File: src/sedge_pkg.sv
package sedge_pkg;

  // Default frame store limits.
  localparam int DEF_MAX_WIDTH  = 2048;
  localparam int DEF_MAX_HEIGHT = 2048;

  // Field widths fixed by the item formats.
  localparam int PIX_W      = 8;
  localparam int COORD_W    = 11;
  localparam int CFG_SIZE_W = 12;
  localparam int THR_W      = 8;
  localparam int GRAD_W     = 10;

  // Configuration port.
  localparam int APB_AW  = 4;
  localparam int APB_DW  = 32;
  localparam int REG_IDX_W = 2;

  localparam logic [REG_IDX_W-1:0] REG_FRAME_WIDTH    = 2'd0;
  localparam logic [REG_IDX_W-1:0] REG_FRAME_HEIGHT   = 2'd1;
  localparam logic [REG_IDX_W-1:0] REG_HIGH_THRESHOLD = 2'd2;
  localparam logic [REG_IDX_W-1:0] REG_LOW_THRESHOLD  = 2'd3;

  localparam logic [CFG_SIZE_W-1:0] RST_FRAME_WIDTH    = 12'd640;
  localparam logic [CFG_SIZE_W-1:0] RST_FRAME_HEIGHT   = 12'd480;
  localparam logic [THR_W-1:0]      RST_HIGH_THRESHOLD = 8'd200;
  localparam logic [THR_W-1:0]      RST_LOW_THRESHOLD  = 8'd100;

  // Smallest frame side the filter works on.
  localparam int MIN_SIZE = 3;

  // Result queue depth; one input can add up to three results.
  localparam int Q_DEPTH     = 8;
  localparam int MAX_RESULTS = 3;

  typedef logic [PIX_W-1:0]   pix_t;
  typedef logic [COORD_W-1:0] coord_t;
  typedef logic [GRAD_W-1:0]  grad_t;

  typedef struct packed {
    pix_t pixel;
    logic frame_start;
  } in_item_t;

  typedef struct packed {
    coord_t out_row;
    coord_t out_col;
    pix_t   edge_value;
    logic   frame_last;
  } out_item_t;

  // Two line store entries kept at one address.
  typedef struct packed {
    pix_t newer;
    pix_t older;
  } line_pair_t;

  // One window column: two rows above and the current row.
  typedef struct packed {
    pix_t top;
    pix_t mid;
    pix_t bot;
  } col_t;

  // Which results an item causes, and their coordinates.
  typedef struct packed {
    logic   e_inner;
    logic   e_right;
    logic   e_bottom;
    logic   computed;
    logic   last;
    coord_t row_a;
    coord_t col_a;
    coord_t col_b;
    coord_t row_c;
    coord_t col_c;
  } res_info_t;

  typedef struct packed {
    logic room;
  } q_stat_t;

endpackage

File: src/sedge_col_cell.sv
module sedge_col_cell (
  input  logic            clk,
  input  logic            shift,
  input  sedge_pkg::col_t col_in,
  output sedge_pkg::col_t col_out
);
  import sedge_pkg::*;

  col_t col;

  // Take the neighbor's column whenever the window moves one pixel on.
  always_ff @(posedge clk) begin
    if (shift) begin
      col <= col_in;
    end
  end

  assign col_out = col;

endmodule

File: config.mk
export PLATFORM = sky130hd
export DESIGN_NAME = sedge_col_cell
export DESIGN_NICKNAME = d
export VERILOG_FILES = /design/src/sedge_pkg.sv /design/src/sedge_col_cell.sv
export SDC_FILE = /design/constraint.sdc
export NUM_CORES = 1
export LEC_CHECK = 0
export ABC_AREA = 0
export BUFFER_PORTS_ARGS = -buffer_cell sky130_fd_sc_hd__buf_2
export CAP_MARGIN = 40
export CORE_UTILIZATION = 41
export CTS_CLUSTER_DIAMETER = 120
export DETAILED_ROUTE_END_ITERATION = 10
export HOLD_SLACK_MARGIN = 0.05
export PLACE_DENSITY = 0.85
export SETUP_SLACK_MARGIN = 0.4
export SLEW_MARGIN = 20
export SYNTH_ARGS = -nofsm -noshare
export SYNTH_HDL_FRONTEND = slang
export SYNTH_SLANG_ARGS = --single-unit
File: constraint.sdc
create_clock -name clk -period 1.12 [get_ports clk]
set_clock_uncertainty 0.05 [all_clocks]
set_input_delay 0.168 -clock clk [delete_from_list [all_inputs] [get_ports clk]]
set_output_delay 0.168 -clock clk [all_outputs]
set_load 0.03 [all_outputs]
==> results.md <==
* Status: finished, violations left
* Failing checks: design-rule violations, negative hold slack
* Launching element type of the critical path: register
* Mapped Avg Cell Area at 30.0 um^2
* Layout cells sized above 1 at 0.684
* Die H at 43.9 um
* Global-route wire length before repair at 1860 um
* Clock slew at reported path FFs at 0.11 ns
* CP Depth at 1
* Die X at 43.9 um
* Dpl cells at 91
* Worst-path cell chain: buf_6
* Synth cell types at 1
* Setup TNS Final at 0 ns
* Vias/cell at 4.54
* Port buffer count at 49
* Cell area after synthesis at 721 um^2
* Final setup vio count at 0
* Inserted Diodes at 0
* Slew HR at 0.903
* Multi-input gate count at 0
* VDD IR max at 0.00103 V
* Core Region at 1580 um^2
* Crit path capture: col_out[7]
* Worst path max stage delay at 0.42 ns
* CP max stage cell: edfxtp_1
* Detailed Route WL at 1270 um
* TritonCTS Buffers at 3
* Grt ovf at 0
* Nets at 106
* CP startpoint: col_out[7]
* # IOs at 50
* Area leader, netlist: edfxtp_1
* Gate Count Post-Synth at 24
* Pre-antenna DRT Iters at 7
* Layout Cells excl Fill at 95
* P_leak at 0.508 nW
* DRT iter0 DRCs at 4
* Final period utilization at 0.971
* Clk buf depth at 2
* Crit path DAT at 0.87 ns
* Max FO, Critical Path at 1
* Layout Utilization at 0.755
* GPL Wtd Cong at 0.689
* Initial antenna violation count at 0
* Hold Path Class: primary input to register
* Pwr per Cell Area at 1520 nW/um^2
* CP Buf/Inv Count at 1
* Fmax at 919 MHz
* Initial core utilization at 0.457
* Fin crit period at 1.09 ns
* Max FFs per register at 24
* Post-synth top area share at 1.00
* CTS tree: yes
* Crit-path leading delay family: flip-flops
* Final hold vios at 22
* Slew Limit Fails at 0
* Top post-synthesis cells by area: edfxtp_1 100%
* Number of global-route vias before repair at 417
* Mapped Nets at 50
* Register area share after synthesis at 1.00
* Yosys reg bits at 24
* # DRC at 4
* Synth warnings at 0
* Post-CTS Setup Repair Bufs at 0
* Antenna-violating nets left at 0
* CTS Sinks at 24
* Area of the die at 1930 um^2
* Via count at 431
* Filler instances at 95
* Multi-input logic area at 0 um^2
* Root buf cell: clkbuf_4
* Worst EP required at 0.90 ns
* Critical path type: register to primary output
* Worst-margin pin slew at 0.146 ns
* DR WL/cell at 13.3 um
* H-tree depth at 1
* Syn-to-layout area delta at 65.1%
* WHS at -0.0121 ns
* Pin count of the biggest net entering global routing at 14
* Maxcap violations at 0
* Total track usage at 0.144
* RSZ-0062 raised after global routing: true
* Site Rows at 14
* Worst setup EP type: primary output
-- per-layer routing --
metal / GRT usage / vias up / share of wire
li1: - / 206 / -
met1: 0.140 / 199 / 0.33
met2: 0.266 / 26 / 0.58
met3: 0.0500 / 0 / 0.090
met4: 0.0727 / 0 / 0
met5: 0 / - / 0
-- where the power goes --
part	leakage (nW)	internal [mW]	switching (mW)
registers	0.235	1.07	0.0320
clock network	0.0154	0.130	0.220
logic	0.258	0.163	0.192
-- layout by cell type (no fill, tap or decap), drive strengths merged --
master,n
buf,51
edfxtp,24
clkbuf,3
clkinv,1
-- how the worst min path moves through the flow --
| stage | startpoint | end | slack, ns | depth (start not counted) |
|---|---|---|---|---|
| floorplan | col_in[0] | col_out[0] | 0.22 | 0 |
| global placement | col_in[1] | col_out[1] | 0.30 | 1 |
| detailed placement | col_in[0] | col_out[0] | 0.30 | 1 |
| CTS | col_in[21] | col_out[21] | -0.03 | 1 |
| global route | col_in[0] | col_out[0] | -0.05 | 1 |
| finish | col_in[3] | col_out[3] | -0.01 | 1 |
-- synth_stat cells (all sizes together) --
| cell | instances |
|---|---|
| edfxtp | 24 |
-- cell families (layout without fill, tap and decap cells) --
logic type,after synthesis,count (layout),share of synthesized area
buffers and inverters,0,55,0
flip-flops,24,24,1.00
-- area by class of cell --
type | instances | area [um^2] | area share
clock inverters | 1 | 3.75 | 0.00315
flip-flops and latches | 24 | 721 | 0.606
repair buffers | 51 | 423 | 0.355
well taps | 16 | 20.0 | 0.0168
clock buffers | 3 | 22.5 | 0.0189
-- metrics by stage --
| step | total power [mW] | worst slack (ns) | area, um^2 |
|---|---|---|---|
| 5_1_grt | 1.88 | -0.0186 | 1190 |
| 3_3_place_gp | 1.37 | 0.300 | 1010 |
| 2_1_floorplan | 1.25 | 0.406 | 721 |
| 6_report | 1.80 | 0.0321 | 1190 |
| 3_5_place_dp | 1.38 | 0.280 | 1010 |
| 4_1_cts | 1.82 | 0.0266 | 1190 |
-- timing repair --
action,in CTS,in global routing
hold endpoints to repair,24,24
resized for setup,48,0
setup endpoints to repair,24,24
(Power assumes the default switching activity.)
