[config.mk]
export PLATFORM = sky130hd
export DESIGN_NAME = sedge_gradient
export DESIGN_NICKNAME = d
export VERILOG_FILES = /design/src/sedge_pkg.sv /design/src/sedge_gradient.sv
export SDC_FILE = /design/constraint.sdc
export NUM_CORES = 1
export LEC_CHECK = 0
export BUFFER_PORTS_ARGS = -buffer_cell sky130_fd_sc_hd__clkbuf_2
export CAP_MARGIN = 0
export CELL_PAD_IN_SITES_DETAIL_PLACEMENT = 1
export CELL_PAD_IN_SITES_GLOBAL_PLACEMENT = 2
export CORE_MARGIN = 2
export CORE_UTILIZATION = 34
export CTS_CLUSTER_SIZE = 40
export DETAILED_ROUTE_END_ITERATION = 10
export PLACE_DENSITY = 0.94
export SLEW_MARGIN = 20
export SYNTH_ARGS = -nofsm -noshare
export SYNTH_HDL_FRONTEND = slang
export SYNTH_SLANG_ARGS = --single-unit
export TNS_END_PERCENT = 5
[constraint.sdc]
create_clock -name clk -period 6.2 [get_ports clk]
set_clock_uncertainty 0.2 [all_clocks]
set_input_delay 1.24 -clock clk [delete_from_list [all_inputs] [get_ports clk]]
set_output_delay 1.24 -clock clk [all_outputs]
set_load 0.02 [all_outputs]
[src/sedge_pkg.sv]
package sedge_pkg;

  // Default frame store limits.
  localparam int DEF_MAX_WIDTH  = 2048;
  localparam int DEF_MAX_HEIGHT = 2048;

  // Field widths fixed by the item formats.
  localparam int PIX_W      = 8;
  localparam int COORD_W    = 11;
  localparam int CFG_SIZE_W = 12;
  localparam int THR_W      = 8;
  localparam int GRAD_W     = 10;

  // Configuration port.
  localparam int APB_AW  = 4;
  localparam int APB_DW  = 32;
  localparam int REG_IDX_W = 2;

  localparam logic [REG_IDX_W-1:0] REG_FRAME_WIDTH    = 2'd0;
  localparam logic [REG_IDX_W-1:0] REG_FRAME_HEIGHT   = 2'd1;
  localparam logic [REG_IDX_W-1:0] REG_HIGH_THRESHOLD = 2'd2;
  localparam logic [REG_IDX_W-1:0] REG_LOW_THRESHOLD  = 2'd3;

  localparam logic [CFG_SIZE_W-1:0] RST_FRAME_WIDTH    = 12'd640;
  localparam logic [CFG_SIZE_W-1:0] RST_FRAME_HEIGHT   = 12'd480;
  localparam logic [THR_W-1:0]      RST_HIGH_THRESHOLD = 8'd200;
  localparam logic [THR_W-1:0]      RST_LOW_THRESHOLD  = 8'd100;

  // Smallest frame side the filter works on.
  localparam int MIN_SIZE = 3;

  // Result queue depth; one input can add up to three results.
  localparam int Q_DEPTH     = 8;
  localparam int MAX_RESULTS = 3;

  typedef logic [PIX_W-1:0]   pix_t;
  typedef logic [COORD_W-1:0] coord_t;
  typedef logic [GRAD_W-1:0]  grad_t;

  typedef struct packed {
    pix_t pixel;
    logic frame_start;
  } in_item_t;

  typedef struct packed {
    coord_t out_row;
    coord_t out_col;
    pix_t   edge_value;
    logic   frame_last;
  } out_item_t;

  // Two line store entries kept at one address.
  typedef struct packed {
    pix_t newer;
    pix_t older;
  } line_pair_t;

  // One window column: two rows above and the current row.
  typedef struct packed {
    pix_t top;
    pix_t mid;
    pix_t bot;
  } col_t;

  // Which results an item causes, and their coordinates.
  typedef struct packed {
    logic   e_inner;
    logic   e_right;
    logic   e_bottom;
    logic   computed;
    logic   last;
    coord_t row_a;
    coord_t col_a;
    coord_t col_b;
    coord_t row_c;
    coord_t col_c;
  } res_info_t;

  typedef struct packed {
    logic room;
  } q_stat_t;

endpackage

[src/sedge_gradient.sv]
module sedge_gradient (
  input  logic             clk,
  input  logic             en,
  input  sedge_pkg::col_t  left,
  input  sedge_pkg::col_t  center,
  input  sedge_pkg::col_t  right,
  output sedge_pkg::grad_t gx_abs,
  output sedge_pkg::grad_t gy_abs
);
  import sedge_pkg::*;

  grad_t sum_right;
  grad_t sum_left;
  grad_t sum_top;
  grad_t sum_bot;

  // Weighted sum a + 2b + c of three pixels.
  function automatic grad_t wsum(pix_t a, pix_t b, pix_t c);
    return {2'b00, a} + {1'b0, b, 1'b0} + {2'b00, c};
  endfunction

  always_comb begin
    sum_right = wsum(right.top, right.mid, right.bot);
    sum_left  = wsum(left.top, left.mid, left.bot);
    sum_top   = wsum(left.top, center.top, right.top);
    sum_bot   = wsum(left.bot, center.bot, right.bot);
  end

  // Magnitudes of both gradients, taken as larger minus smaller.
  always_ff @(posedge clk) begin
    if (en) begin
      gx_abs <= (sum_right >= sum_left) ? sum_right - sum_left : sum_left - sum_right;
      gy_abs <= (sum_top >= sum_bot) ? sum_top - sum_bot : sum_bot - sum_top;
    end
  end

endmodule

==> results by group <==
Pwr
  • NetSw: 1.08 mW
  • PwrDens: 457 nW/um^2
  • Peak supply drop: 0.000122 V
  • Leakage Power: 2.49 nW
  • Cell internal pwr: 1.12 mW
  • Clock share of power: 6.1%
  • Sequential power share: 13.8%
  • Comb power frac: 80.1%
  • Switching portion of total power: 49.0%

Worst setup path
  • Worst path required time: 6.00 ns
  • Critical path peak fanout: 7
  • Setup CP Type: in -> reg
  • Critical Path Sink Type: register
  • Critical Path AT: 5.32 ns
  • Crit start category: primary input

Clock tree
  • Post-CTS Resized: 0
  • CTS tree: done
  • Clk root buf: clkbuf_16
  • CTS buffer count: 3
  • Clock sink count: 20
  • Max clock buf depth: 2
  • H-Tree Depth: 1
  • # hold bufs at CTS: 0
  • Postcts setup bufs: 0
  • Clk pin slew, worst setup/hold paths: 0.05 ns

Floorplanning
  • # IOs: 94
  • Area of the core: 12000 sq um
  • Chip width: 115 um
  • Starting utilization of the core area: 34.8%
  • Die height: 115 um
  • Die area: 13100 sq um
  • Site Rows: 40

Job
  • Maxcap violations: 0

Yosys
  • Syn avg cell area: 9.54 sq um
  • EDFF count, synth: 20
  • Asr flop ratio synth: 0%
  • Post-synth top flop: edfxtp_1
  • YS warnings: 0
  • Distinct cells, synth: 46
  • Post-Syn Nets: 620
  • Sequential share of the synthesized area: 14.4%
  • Cells after synthesis: 436
  • #FFs+latches synth: 20
  • Netlist Area Pre-Place: 4160 sq um

Placed design
  • Hpwl dp: 9570 um
  • PortBufs: 85
  • GPL Wtd Cong: 0.866

Worst hold path
  • HP Class: in -> reg

Finish
  • Fill count: 1428
  • Fraction of layout cells with a size suffix above 1: 20.0%
  • P&R area growth vs syn: 15.7%
  • Fin nets: 706
  • Inserted Diodes: 0

STA
  • Hold WS: 1.39 ns
  • Slew headroom: 58.7%
  • Final Hold Viols: 0
  • Unrepaired setup endpoints after global routing: false
  • Sum Neg Setup Slack: 0 ns
  • Worst Max-Slew Pin Slew: 0.619 ns
  • Final worst-path cycle share: 88.9%
  • Setup-failing EPs final: 0
  • Post-layout min period: 5.51 ns
  • Slew Limit Fails: 0
  • Fmax: 181 MHz

Run status
  • Status: completed

Global route
  • Global-route wire length before repair: 17600 um
  • GRT overflow: 0
  • Total track usage: 16.9%
  • Largest net degree at the start of global routing: 21
  • Initial antenna violation count: 0
  • Number of global-route vias before repair: 3638

Drt
  • Post-DR wirelength/cell: 15.9 um
  • First-pass DRT Iterations: 4
  • Initial drt markers: 125
  • Residual DRC: 0
  • Routed wire length: 10600 um
  • Via count: 3376
  • DRT antenna net count: 0
  • Vias per cell: 5.06
## worst paths after layout
kind,start,end,depth (start not counted)
setup / recovery,right[1],gx_abs[3],19
hold / removal,en,gx_abs[7],1
## per-stage QoR
stage | util, % | total power [mW] | std cells | setup slack (ns) | cell area [sq um]
floorplan | - | 1.69 | 436 | 0.992 | 4160
global placement | 39.6 | 2.01 | 664 | 0.539 | 4730
detailed placement | 39.6 | 2.07 | 664 | 0.445 | 4730
CTS | 40.2 | 2.22 | 667 | 0.663 | 4810
global route | 40.2 | 2.42 | 667 | 0.399 | 4810
finish | 40.2 | 2.20 | 667 | 0.685 | 4810
## layout make-up
cell class | count | area, sq um | share of cell area, %
clock buffers | 3 | 75.1 | 1.56
inverters | 66 | 248 | 5.15
multi-input cells | 344 | 3260 | 67.8
flip-flops and latches | 20 | 601 | 12.5
well taps | 147 | 184 | 3.82
repair buffers | 87 | 440 | 9.16
## power groups by stage
stage          registers, mW  clock network (mW)  logic (mW)
2_1_floorplan          0.394                   0        1.29
3_3_place_gp           0.306                   0        1.70
3_5_place_dp           0.307                   0        1.76
4_1_cts                0.305               0.138        1.78
5_1_grt                0.310               0.142        1.97
6_report               0.303               0.135        1.76
## worst max-delay path, cell delays in order
cell and delay [ns]:
clkbuf_2 0.08, inv_1 0.07, fa_1 0.54, inv_1 0.05
ha_1 0.22, fa_1 0.41, a21o_1 0.19, a21oi_1 0.20
o21ai_0 0.11, a21oi_1 0.24, xnor2_1 0.18, ha_1 0.34
a21o_1 0.22, a211oi_2 0.27, o21ai_0 0.16, o221ai_2 0.25
buf_4 0.21, mux2i_1 0.24, xor2_1 0.11
## cells by family after synthesis
| logic type | after synthesis | share of synthesized area [%] |
|---|---|---|
| buffers and inverters | 72 | 7.10 |
| xor gates and xnor gates | 45 | 9.48 |
| muxes | 16 | 3.91 |
| adders and majority gates | 110 | 39.6 |
| DFF | 20 | 14.4 |
| and+or+nand+nor | 59 | 7.79 |
| AOI/OAI and AO/OA | 114 | 17.7 |
## layer usage
metal	global-route usage, %	vias to the layer above	part of all wire (%)
li1	-	1672	-
met1	22.9	1609	49
met5	0	-	0
met2	28.9	88	45
met4	4.39	0	1.3
met3	1.38	7	4.8
## cell usage after synthesis, drive strengths merged (5+ instances only)
library cell	number	share of area, %
a21o	25	4.6
a21oi	35	4.3
a31oi	8	1.2
buf	6	1.1
edfxtp	20	14
fa	36	17
ha	74	22
inv	66	6.0
mux2i	14	3.4
nand2	20	1.8
nand2b	9	1.4
nand3	5	0.60
nor2	5	0.45
nor2b	8	1.2
o211ai	5	0.90
o21ai	25	3.0
xnor2	23	4.8
xor2	22	4.6
## flip-flops by register name, summed over array words and instances, names as in the netlist
register  count
gx_abs       10
gy_abs       10
## cell usage in the layout (no fill, tap or decap), types with 2 or more instances in the layout
cell type / Yosys / layout
nand3_1: 5 / 5
buf_4: 2 / 2
nor2_1: 5 / 5
o41ai_1: 2 / 2
xor2_1: 22 / 22
clkbuf_2: 0 / 85
and3_1: 2 / 2
or2_2: 2 / 2
mux2i_1: 14 / 14
edfxtp_1: 20 / 20
fa_1: 36 / 36
a31oi_1: 8 / 8
clkbuf_16: 0 / 3
nor3_1: 2 / 2
inv_1: 66 / 66
a21o_1: 23 / 23
nand2_1: 20 / 20
ha_1: 74 / 74
o31ai_1: 2 / 2
xnor2_1: 23 / 23
nor2b_1: 8 / 8
nand2b_1: 9 / 9
a21o_2: 2 / 2
o211ai_1: 5 / 5
o21ai_0: 24 / 24
o22ai_1: 2 / 2
mux2_2: 2 / 2
a21oi_1: 34 / 34
(Power assumes the default switching activity.)
