### src/sedge_pkg.sv
package sedge_pkg;

  // Default frame store limits.
  localparam int DEF_MAX_WIDTH  = 2048;
  localparam int DEF_MAX_HEIGHT = 2048;

  // Field widths fixed by the item formats.
  localparam int PIX_W      = 8;
  localparam int COORD_W    = 11;
  localparam int CFG_SIZE_W = 12;
  localparam int THR_W      = 8;
  localparam int GRAD_W     = 10;

  // Configuration port.
  localparam int APB_AW  = 4;
  localparam int APB_DW  = 32;
  localparam int REG_IDX_W = 2;

  localparam logic [REG_IDX_W-1:0] REG_FRAME_WIDTH    = 2'd0;
  localparam logic [REG_IDX_W-1:0] REG_FRAME_HEIGHT   = 2'd1;
  localparam logic [REG_IDX_W-1:0] REG_HIGH_THRESHOLD = 2'd2;
  localparam logic [REG_IDX_W-1:0] REG_LOW_THRESHOLD  = 2'd3;

  localparam logic [CFG_SIZE_W-1:0] RST_FRAME_WIDTH    = 12'd640;
  localparam logic [CFG_SIZE_W-1:0] RST_FRAME_HEIGHT   = 12'd480;
  localparam logic [THR_W-1:0]      RST_HIGH_THRESHOLD = 8'd200;
  localparam logic [THR_W-1:0]      RST_LOW_THRESHOLD  = 8'd100;

  // Smallest frame side the filter works on.
  localparam int MIN_SIZE = 3;

  // Result queue depth; one input can add up to three results.
  localparam int Q_DEPTH     = 8;
  localparam int MAX_RESULTS = 3;

  typedef logic [PIX_W-1:0]   pix_t;
  typedef logic [COORD_W-1:0] coord_t;
  typedef logic [GRAD_W-1:0]  grad_t;

  typedef struct packed {
    pix_t pixel;
    logic frame_start;
  } in_item_t;

  typedef struct packed {
    coord_t out_row;
    coord_t out_col;
    pix_t   edge_value;
    logic   frame_last;
  } out_item_t;

  // Two line store entries kept at one address.
  typedef struct packed {
    pix_t newer;
    pix_t older;
  } line_pair_t;

  // One window column: two rows above and the current row.
  typedef struct packed {
    pix_t top;
    pix_t mid;
    pix_t bot;
  } col_t;

  // Which results an item causes, and their coordinates.
  typedef struct packed {
    logic   e_inner;
    logic   e_right;
    logic   e_bottom;
    logic   computed;
    logic   last;
    coord_t row_a;
    coord_t col_a;
    coord_t col_b;
    coord_t row_c;
    coord_t col_c;
  } res_info_t;

  typedef struct packed {
    logic room;
  } q_stat_t;

endpackage

### src/sedge_result_queue.sv
module sedge_result_queue (
  input  logic                 clk,
  input  logic                 rst,
  input  logic                 push,
  input  sedge_pkg::res_info_t info,
  input  sedge_pkg::pix_t      value,
  output logic                 res_valid,
  input  logic                 res_ready,
  output sedge_pkg::out_item_t res_data,
  output sedge_pkg::q_stat_t   stat
);
  import sedge_pkg::*;

  localparam int PTR_W = $clog2(Q_DEPTH);
  localparam int CNT_W = $clog2(Q_DEPTH + 1);

  out_item_t            q [Q_DEPTH];
  out_item_t            slot [MAX_RESULTS];
  out_item_t            res_inner;
  out_item_t            res_right;
  out_item_t            res_bottom;
  logic [PTR_W-1:0]     head;
  logic [PTR_W-1:0]     tail;
  logic [CNT_W-1:0]     count;
  logic [CNT_W-1:0]     count_next;
  logic [1:0]           n_push;
  logic                 pop;

  // Build the up to three results of one item and pack them in order.
  always_comb begin
    res_inner  = '{out_row: info.row_a, out_col: info.col_a,
                   edge_value: info.computed ? value : '0, frame_last: 1'b0};
    res_right  = '{out_row: info.row_a, out_col: info.col_b,
                   edge_value: '0, frame_last: 1'b0};
    res_bottom = '{out_row: info.row_c, out_col: info.col_c,
                   edge_value: '0, frame_last: info.last};
    slot[0] = info.e_inner ? res_inner : (info.e_right ? res_right : res_bottom);
    slot[1] = (info.e_inner && info.e_right) ? res_right : res_bottom;
    slot[2] = res_bottom;
    n_push  = push ? ({1'b0, info.e_inner} + {1'b0, info.e_right} + {1'b0, info.e_bottom})
                   : 2'd0;
  end

  assign pop        = res_ready && (count != '0);
  assign count_next = count + CNT_W'(n_push) - CNT_W'(pop);

  // Storage.
  always_ff @(posedge clk) begin
    for (int k = 0; k < MAX_RESULTS; k++) begin
      if (k < int'(n_push)) begin
        q[tail + PTR_W'(k)] <= slot[k];
      end
    end
  end

  // Pointers and fill count.
  always_ff @(posedge clk) begin
    if (rst) begin
      head  <= '0;
      tail  <= '0;
      count <= '0;
    end else begin
      head  <= head + PTR_W'(pop);
      tail  <= tail + PTR_W'(n_push);
      count <= count_next;
    end
  end

  assign res_valid  = (count != '0);
  assign res_data   = q[head];
  assign stat.room  = (count <= CNT_W'(Q_DEPTH - MAX_RESULTS));

endmodule

### config.mk
export PLATFORM = sky130hd
export DESIGN_NAME = sedge_result_queue
export DESIGN_NICKNAME = d
export VERILOG_FILES = /design/src/sedge_pkg.sv /design/src/sedge_result_queue.sv
export SDC_FILE = /design/constraint.sdc
export NUM_CORES = 1
export LEC_CHECK = 0
export BUFFER_PORTS_ARGS = -buffer_cell sky130_fd_sc_hd__buf_2
export CORE_UTILIZATION = 61
export CTS_BUF_LIST = sky130_fd_sc_hd__clkbuf_16
export CTS_CLUSTER_DIAMETER = 120
export DETAILED_ROUTE_END_ITERATION = 10
export PLACE_DENSITY = 0.8
export SETUP_SLACK_MARGIN = 0.5
export SYNTH_ARGS = -nofsm -noshare
export SYNTH_HDL_FRONTEND = slang
export SYNTH_SLANG_ARGS = --single-unit
### constraint.sdc
create_clock -name clk -period 4.5 [get_ports clk]
set_clock_uncertainty 0.1 [all_clocks]
set_input_delay 0.9 -clock clk [delete_from_list [all_inputs] [get_ports clk]]
set_output_delay 0.9 -clock clk [all_outputs]
set_load 0.01 [all_outputs]
==> flow_metrics.tcl, run 1 <==
set metrics [dict create \
    tightestPinTransition_ps 1358 \
    synth_edf_count 184 \
    finalInstanceArea_um2 15870 \
    drt-wirelength-per-cell_um 26.29 \
    r2r_end "q[7][15]" \
    crit_path_max_incr_delay_ps 800 \
    synthCells 1245 \
    cts_sinks 258 \
    place_hpwl_mm 26.23 \
    vias_per_cell 7.236 \
    antenna_found_initial 3 \
    netlist-cell-type-count 39 \
    reg2regPathDepth 6 \
    dp_slack_ps 659.6 \
    grt_max_degree 64 \
    die_area_um2 23980 \
    relSlewSlack 0.09141 \
    clock_latency_ps 520 \
    synth_area_um2 14250 \
    syn_nets 1331 \
    rows 55 \
    vias 11831 \
    critical_path_required_ps 3500 \
    overflow 0 \
    reg2reg_slack_ps 1460 \
    grt_use_total 0.3636 \
    rsz0062_at_grt "no" \
    arrival_ps 2790 \
    path_buf_inv 2 \
    outcome "finished clean" \
    finalHoldViolations 0 \
    critPathTopFamily "multiplexers" \
    path_cells "buf_4 > mux4_2 > mux2_2 > buf_2" \
    ys_warn_count 0 \
    ys_seq_area_frac 0.4917 \
    synth_top_family_by_area "compound AO/OA/AOI/OAI gates" \
    async_reset_ff_frac 0 \
    cts_buffer_depth 3 \
    grt.met2_usage 0.5671 \
    grt_pass1_vias 11805 \
    ctsHoldBuffers 0 \
    peakVddDrop_uv 501.9 \
    cp_max_fo 30 \
    placed_cell_area_um2 15080 \
    drt_iter0_drc 1664 \
    yosys.area.top_type "edfxtp_1" \
    cts_resized 0 \
    die_x_um 154.9 \
    clk_pin_slew_worst_paths_ps 60 \
    synth_fa_ha_area_frac 0.01387 \
    period_share 0.8426 \
    portBuffers 104 \
    synth_compound_area_frac 0.1889 \
    met3_usage 0.09081 \
    synth-main-ff-cell "edfxtp_1" \
    synth-simple-area-share 0.09614 \
    syn_area_per_cell_um2 11.45 \
    drt-pass1-iter-count 6 \
    final_layout_size_suffix_gt1_frac 0.2348 \
    crit_path_end_kind "primary output" \
    r2r_start "tail[0]" \
    p_leak_nw 5.620 \
    setup_viol 0 \
    synthMuxAreaShare 0.1621 \
    hold_slack_ps 350.9 \
    maxCapViolations 0 \
    dieHeight_um 154.9 \
    gp_congestion 0.8514 \
    holdCritPathClass "reg -> reg" \
    cts_buffers 26 \
    critical_path_depth 4 \
    start_util 0.6257 \
    cts-root-buf "clkbuf_16" \
    critPathLaunchType "flip-flop" \
    powerDensity_nw_per_um2 426.3 \
    totalWireLength_mm 42.99 \
    grt_pass1_wl_mm 66.08 \
    cts-htree-levels 1 \
    fmax_mhz 263.7 \
    cp-endpoint "res_data[10]" \
    nNetsFinal 1386 \
    synthTopCellsByArea "edfxtp_1, o221ai_1, dfxtp_1, mux4_2, nand2_1" \
    syn2layout_area_growth_pct 11.34 \
    crit_type "reg -> out" \
    cts_tree "yes" \
    ant_nets 0 \
    yosys.area_share.xor_xnor 0.004214 \
    met1_usage 0.4801 \
    drc_errors 0 \
    finalSetupTns_ps 0 \
    utilization 0.6966 \
    crit_start "head[0]" \
    synth_seq_cells 258 \
    period_minus_slack_ps 3792 \
    grt.busiest_layer "met2" \
    core_um2 22780 \
    setup_ws_ps 708.3 \
    crit_path_top_delay_cell "dfxtp_4" \
    drv_slew 0 \
    cts_setup_buffers 0 \
    ios 105 \
    netlist.area_leader.share 0.3877 \
]
tightest hold or removal path, cell delays in order, from the launching register on:
cell	delay (ps)
dfxtp_1	300
nand2_1	50
a21oi_1	50
power by group:
| group | internal, mW | switching (mW) |
|---|---|---|
| Combinational | 0.848 | 0.942 |
| Clock | 1.11 | 0.898 |
| Sequential | 2.79 | 0.172 |
| Total | 4.75 | 2.01 |
synthesized netlist by cell type, drive strengths merged (2+ instances only):
cell / number
or3: 4
a22o: 8
inv: 13
nand3: 13
nor4b: 2
and2: 2
o21a: 88
dfxtp: 74
mux4: 62
o221ai: 176
nor2b: 10
xor2: 2
a21oi: 65
and3: 9
ha: 11
buf: 41
mux2i: 44
mux2: 42
nand2b: 4
and4bb: 3
nand2: 242
nand4: 3
o21ai: 16
clkbuf: 93
nor3: 8
edfxtp: 184
nor2: 14
xnor2: 4
fa: 3
metal layers:
| metal | up-vias | wire, um | share of wire |
|---|---|---|---|
| met5 | - | 12 | 0.00028 |
| met4 | 2 | 2028 | 0.047 |
| met3 | 176 | 5820 | 0.14 |
| met2 | 983 | 19600 | 0.46 |
| met1 | 5671 | 15530 | 0.36 |
| li1 | 4999 | - | - |
worst min-delay path by stage:
stage	slack [ps]	from	cells past startpoint	end
after floorplan	330	q[2][1]	2	q[2][1]
after global placement	340	q[1][3]	2	q[1][3]
after detailed placement	340	q[7][5]	2	q[7][5]
after CTS	350	q[6][2]	2	q[6][2]
after global routing	370	q[4][8]	2	q[4][8]
final	350	q[6][2]	2	q[6][2]
registers in the layout (all words and copies together) (netlist names):
signal / count
tail: 3
count: 4
head: 3
q: 248
area by class of cell:
class                      count  area, um^2
sequential                   258        7013
antenna                        2       5.005
fill                        1592        6910
multi-input combinational    840        6630
inverter                      13       48.80
tap                          313       391.6
clock buffer                  28       700.7
timing repair buffer         161       998.5
clock inverter                20       80.08
placed cells by master (no fill, tap or decap), types with 9 or more instances in the layout:
| master | netlist | layout |
|---|---|---|
| nand3_1 | 13 | 13 |
| inv_1 | 13 | 19 |
| dfxtp_1 | 74 | 71 |
| buf_2 | 23 | 104 |
| nor2b_1 | 10 | 10 |
| mux4_2 | 62 | 62 |
| mux2i_1 | 44 | 44 |
| o221ai_1 | 176 | 176 |
| clkbuf_16 | 0 | 28 |
| mux2_2 | 42 | 42 |
| ha_1 | 11 | 11 |
| o21a_1 | 88 | 88 |
| nand2_1 | 242 | 242 |
| edfxtp_1 | 184 | 184 |
| and3_1 | 9 | 9 |
| o21ai_0 | 16 | 16 |
| buf_4 | 1 | 53 |
| nor2_1 | 14 | 14 |
| a21oi_1 | 65 | 65 |
stage by stage:
stage / total power, mW / std cells
finish: 6.765 / 1635
global route: 7.003 / 1633
CTS: 6.750 / 1633
detailed placement: 4.769 / 1585
global placement: 4.719 / 1585
floorplan: 4.209 / 1245
cell families (layout without fill, tap and decap cells):
logic type | count (synthesis) | after routing
AO/OA/AOI/OAI | 355 | 355
AND/OR/NAND/NOR | 317 | 317
flip-flops | 258 | 258
multiplexers | 148 | 148
buffers and inverters | 147 | 222
adder cells (fa/ha/maj) | 14 | 14
XOR/XNOR | 6 | 6
other | 0 | 2
(Power assumes the default switching activity.)
==> run 2, diff against run 1 <==
--- a/config.mk
+++ b/config.mk
@@ -6,11 +6,11 @@
 export NUM_CORES = 1
 export LEC_CHECK = 0
 export BUFFER_PORTS_ARGS = -buffer_cell sky130_fd_sc_hd__buf_2
-export CORE_UTILIZATION = 61
+export CORE_UTILIZATION = 55
 export CTS_BUF_LIST = sky130_fd_sc_hd__clkbuf_16
 export CTS_CLUSTER_DIAMETER = 120
 export DETAILED_ROUTE_END_ITERATION = 10
-export PLACE_DENSITY = 0.8
+export PLACE_DENSITY = 0.76
 export SETUP_SLACK_MARGIN = 0.5
 export SYNTH_ARGS = -nofsm -noshare
 export SYNTH_HDL_FRONTEND = slang
==> constraint.sdc (replaced) <==
create_clock -name clk -period 3.15 [get_ports clk]
set_clock_uncertainty 0.1 [all_clocks]
set_input_delay 0.63 -clock clk [delete_from_list [all_inputs] [get_ports clk]]
set_output_delay 0.63 -clock clk [all_outputs]
set_load 0.01 [all_outputs]
==> flow_metrics.tcl, run 2 (synthesis gave the netlist of run 1 again) <==
set metrics [dict create \
    period_minus_slack_ps 2999 \
    vias 12055 \
    outcome "finished clean" \
    crit_path_max_incr_delay_ps 500 \
    setup_viol 0 \
    vias_per_cell 7.037 \
    grt_max_degree 28 \
    finalHoldViolations 0 \
    drc_errors 0 \
    clock_latency_ps 540 \
    die_area_um2 26560 \
    totalPowerFinal_mw 10.79 \
    relSlewSlack 0.2921 \
    antenna_found_initial 2 \
    syn2layout_area_growth_pct 21.35 \
    maxCapViolations 0 \
    cts_sinks 258 \
    final_layout_size_suffix_gt1_frac 0.3056 \
    holdCritPathClass "in -> reg" \
    cp_common_cell "buf_6" \
    powerDensity_nw_per_um2 624.1 \
    cts_tree "yes" \
    cts_buffer_depth 3 \
    start_util 0.5627 \
    ant_nets 0 \
    utilization 0.6828 \
    crit_type "reg -> out" \
    overflow 0 \
    cts-htree-levels 1 \
    fin_cells 1713 \
    portBuffers 104 \
    grt_use_total 0.3555 \
    top_regs "q: 248 flops, count: 4 flops" \
    cp_max_fo 7 \
    drt-wirelength-per-cell_um 26.92 \
    critical_path_required_ps 2420 \
    reg2reg_slack_ps 580 \
    die_x_um 163.0 \
    layout_common_cells "nand2_1, edfxtp_1, o221ai_1" \
    hold_slack_ps 295.2 \
    p_int_mw 7.555 \
    rsz0062_at_grt "yes" \
    dieHeight_um 163.0 \
    drt-pass1-iter-count 8 \
    largest_reg_flops 248 \
    cts_buffers 27 \
    crit_path_top_delay_cell "mux4_2" \
    layout_commonest_cell "nand2_1" \
    drv_slew 0 \
    core_um2 25330 \
    rows 58 \
    crit_path_end_kind "primary output" \
    finalSetupTns_ps 0 \
    final.fill_count 1790 \
    p_clk_frac 0.272 \
    clk_pin_slew_worst_paths_ps 60 \
    path_cells "buf_6 > buf_8 > buf_16 > mux4_2 > mux2_4 > buf_6" \
    p_leak_nw 6.216 \
    nNetsFinal 1450 \
    drt_iter0_drc 1547 \
    period_share 0.9521 \
    grt_pass1_wl_mm 71.02 \
    totalWireLength_mm 46.12 \
    tightestPinTransition_ps 1058 \
    grt_pass1_vias 12178 \
    p_sw_frac 0.3001 \
    top_register "q" \
    cts-root-buf "clkbuf_16" \
    dpl.cell_count 1650 \
    critPathLaunchType "flip-flop" \
    arrival_ps 2270 \
    place_hpwl_mm 28.02 \
    ctsHoldBuffers 0 \
    combPwrFrac 0.344 \
    fmax_mhz 333.4 \
    p_seq_frac 0.384 \
    ios 105 \
    peakVddDrop_uv 562.6 \
    gp_congestion 0.8786 \
    netSwitchingPower_mw 3.239 \
]
-- run 2: path summary, 6_finish.rpt --
| kind | startpoint | to | cells after the start |
|---|---|---|---|
| worst max-delay path | head[0] | res_data[0] | 6 |
| worst max register to register | tail[2] | q[6][15] | 5 |
| worst min-delay path | rst | head[1] | 2 |
| worst min register to register | q[5][8] | q[5][8] | 2 |
-- run 2: worst max-delay path: cells and delay by family, from the launching register on --
| family | cells | cell delay, ps |
|---|---|---|
| muxes | 2 | 820 |
| buffers and inverters | 4 | 530 |
| DFF | 1 | 370 |
-- run 2: final cells by class --
type,instances,area [um^2],share of cell area
Multi-Input combinational cell,840,7072,0.4089
Sequential cell,258,7013,0.4055
Timing Repair Buffer,224,1958,0.1132
Clock buffer,27,675.6,0.03907
Tap cell,330,412.9,0.02387
Clock inverter,19,103.9,0.006005
Inverter,13,53.80,0.003111
Antenna cell,2,5.005,0.0002894
-- run 2: power groups by stage --
stage	sequential [mW]	clock, mW	combinational [mW]
after floorplan	4.13	0	1.97
after global placement	4.20	0	2.77
after detailed placement	4.21	0	2.83
after CTS	4.14	2.92	3.63
after global routing	4.17	3.05	3.93
final	4.15	2.93	3.72
-- run 2: what timing repair did --
item / CTS / global route
setup endpoints to repair: 31 / 36
gates cloned: 8 / 1
pin swaps: 0 / 1
resized for setup: 65 / 4
buffers inserted: 6 / 0
-- run 2: stage by stage --
step           cell area (um^2)  setup WS, ps
6_report                  17290         150.8
5_1_grt                   17290         114.3
4_1_cts                   17250         184.6
3_5_place_dp              15890         121.9
3_3_place_gp              15890         206.0
2_1_floorplan             14760         207.0
-- run 2: layer usage --
layer	up-vias	GRT usage	part of all wire	routed length, um
li1	5142	-	-	-
met1	5827	0.4726	0.36	16620
met5	-	0	0	0
met4	0	0.1338	0.038	1758
met2	939	0.5663	0.47	21520
met3	147	0.08403	0.13	6223
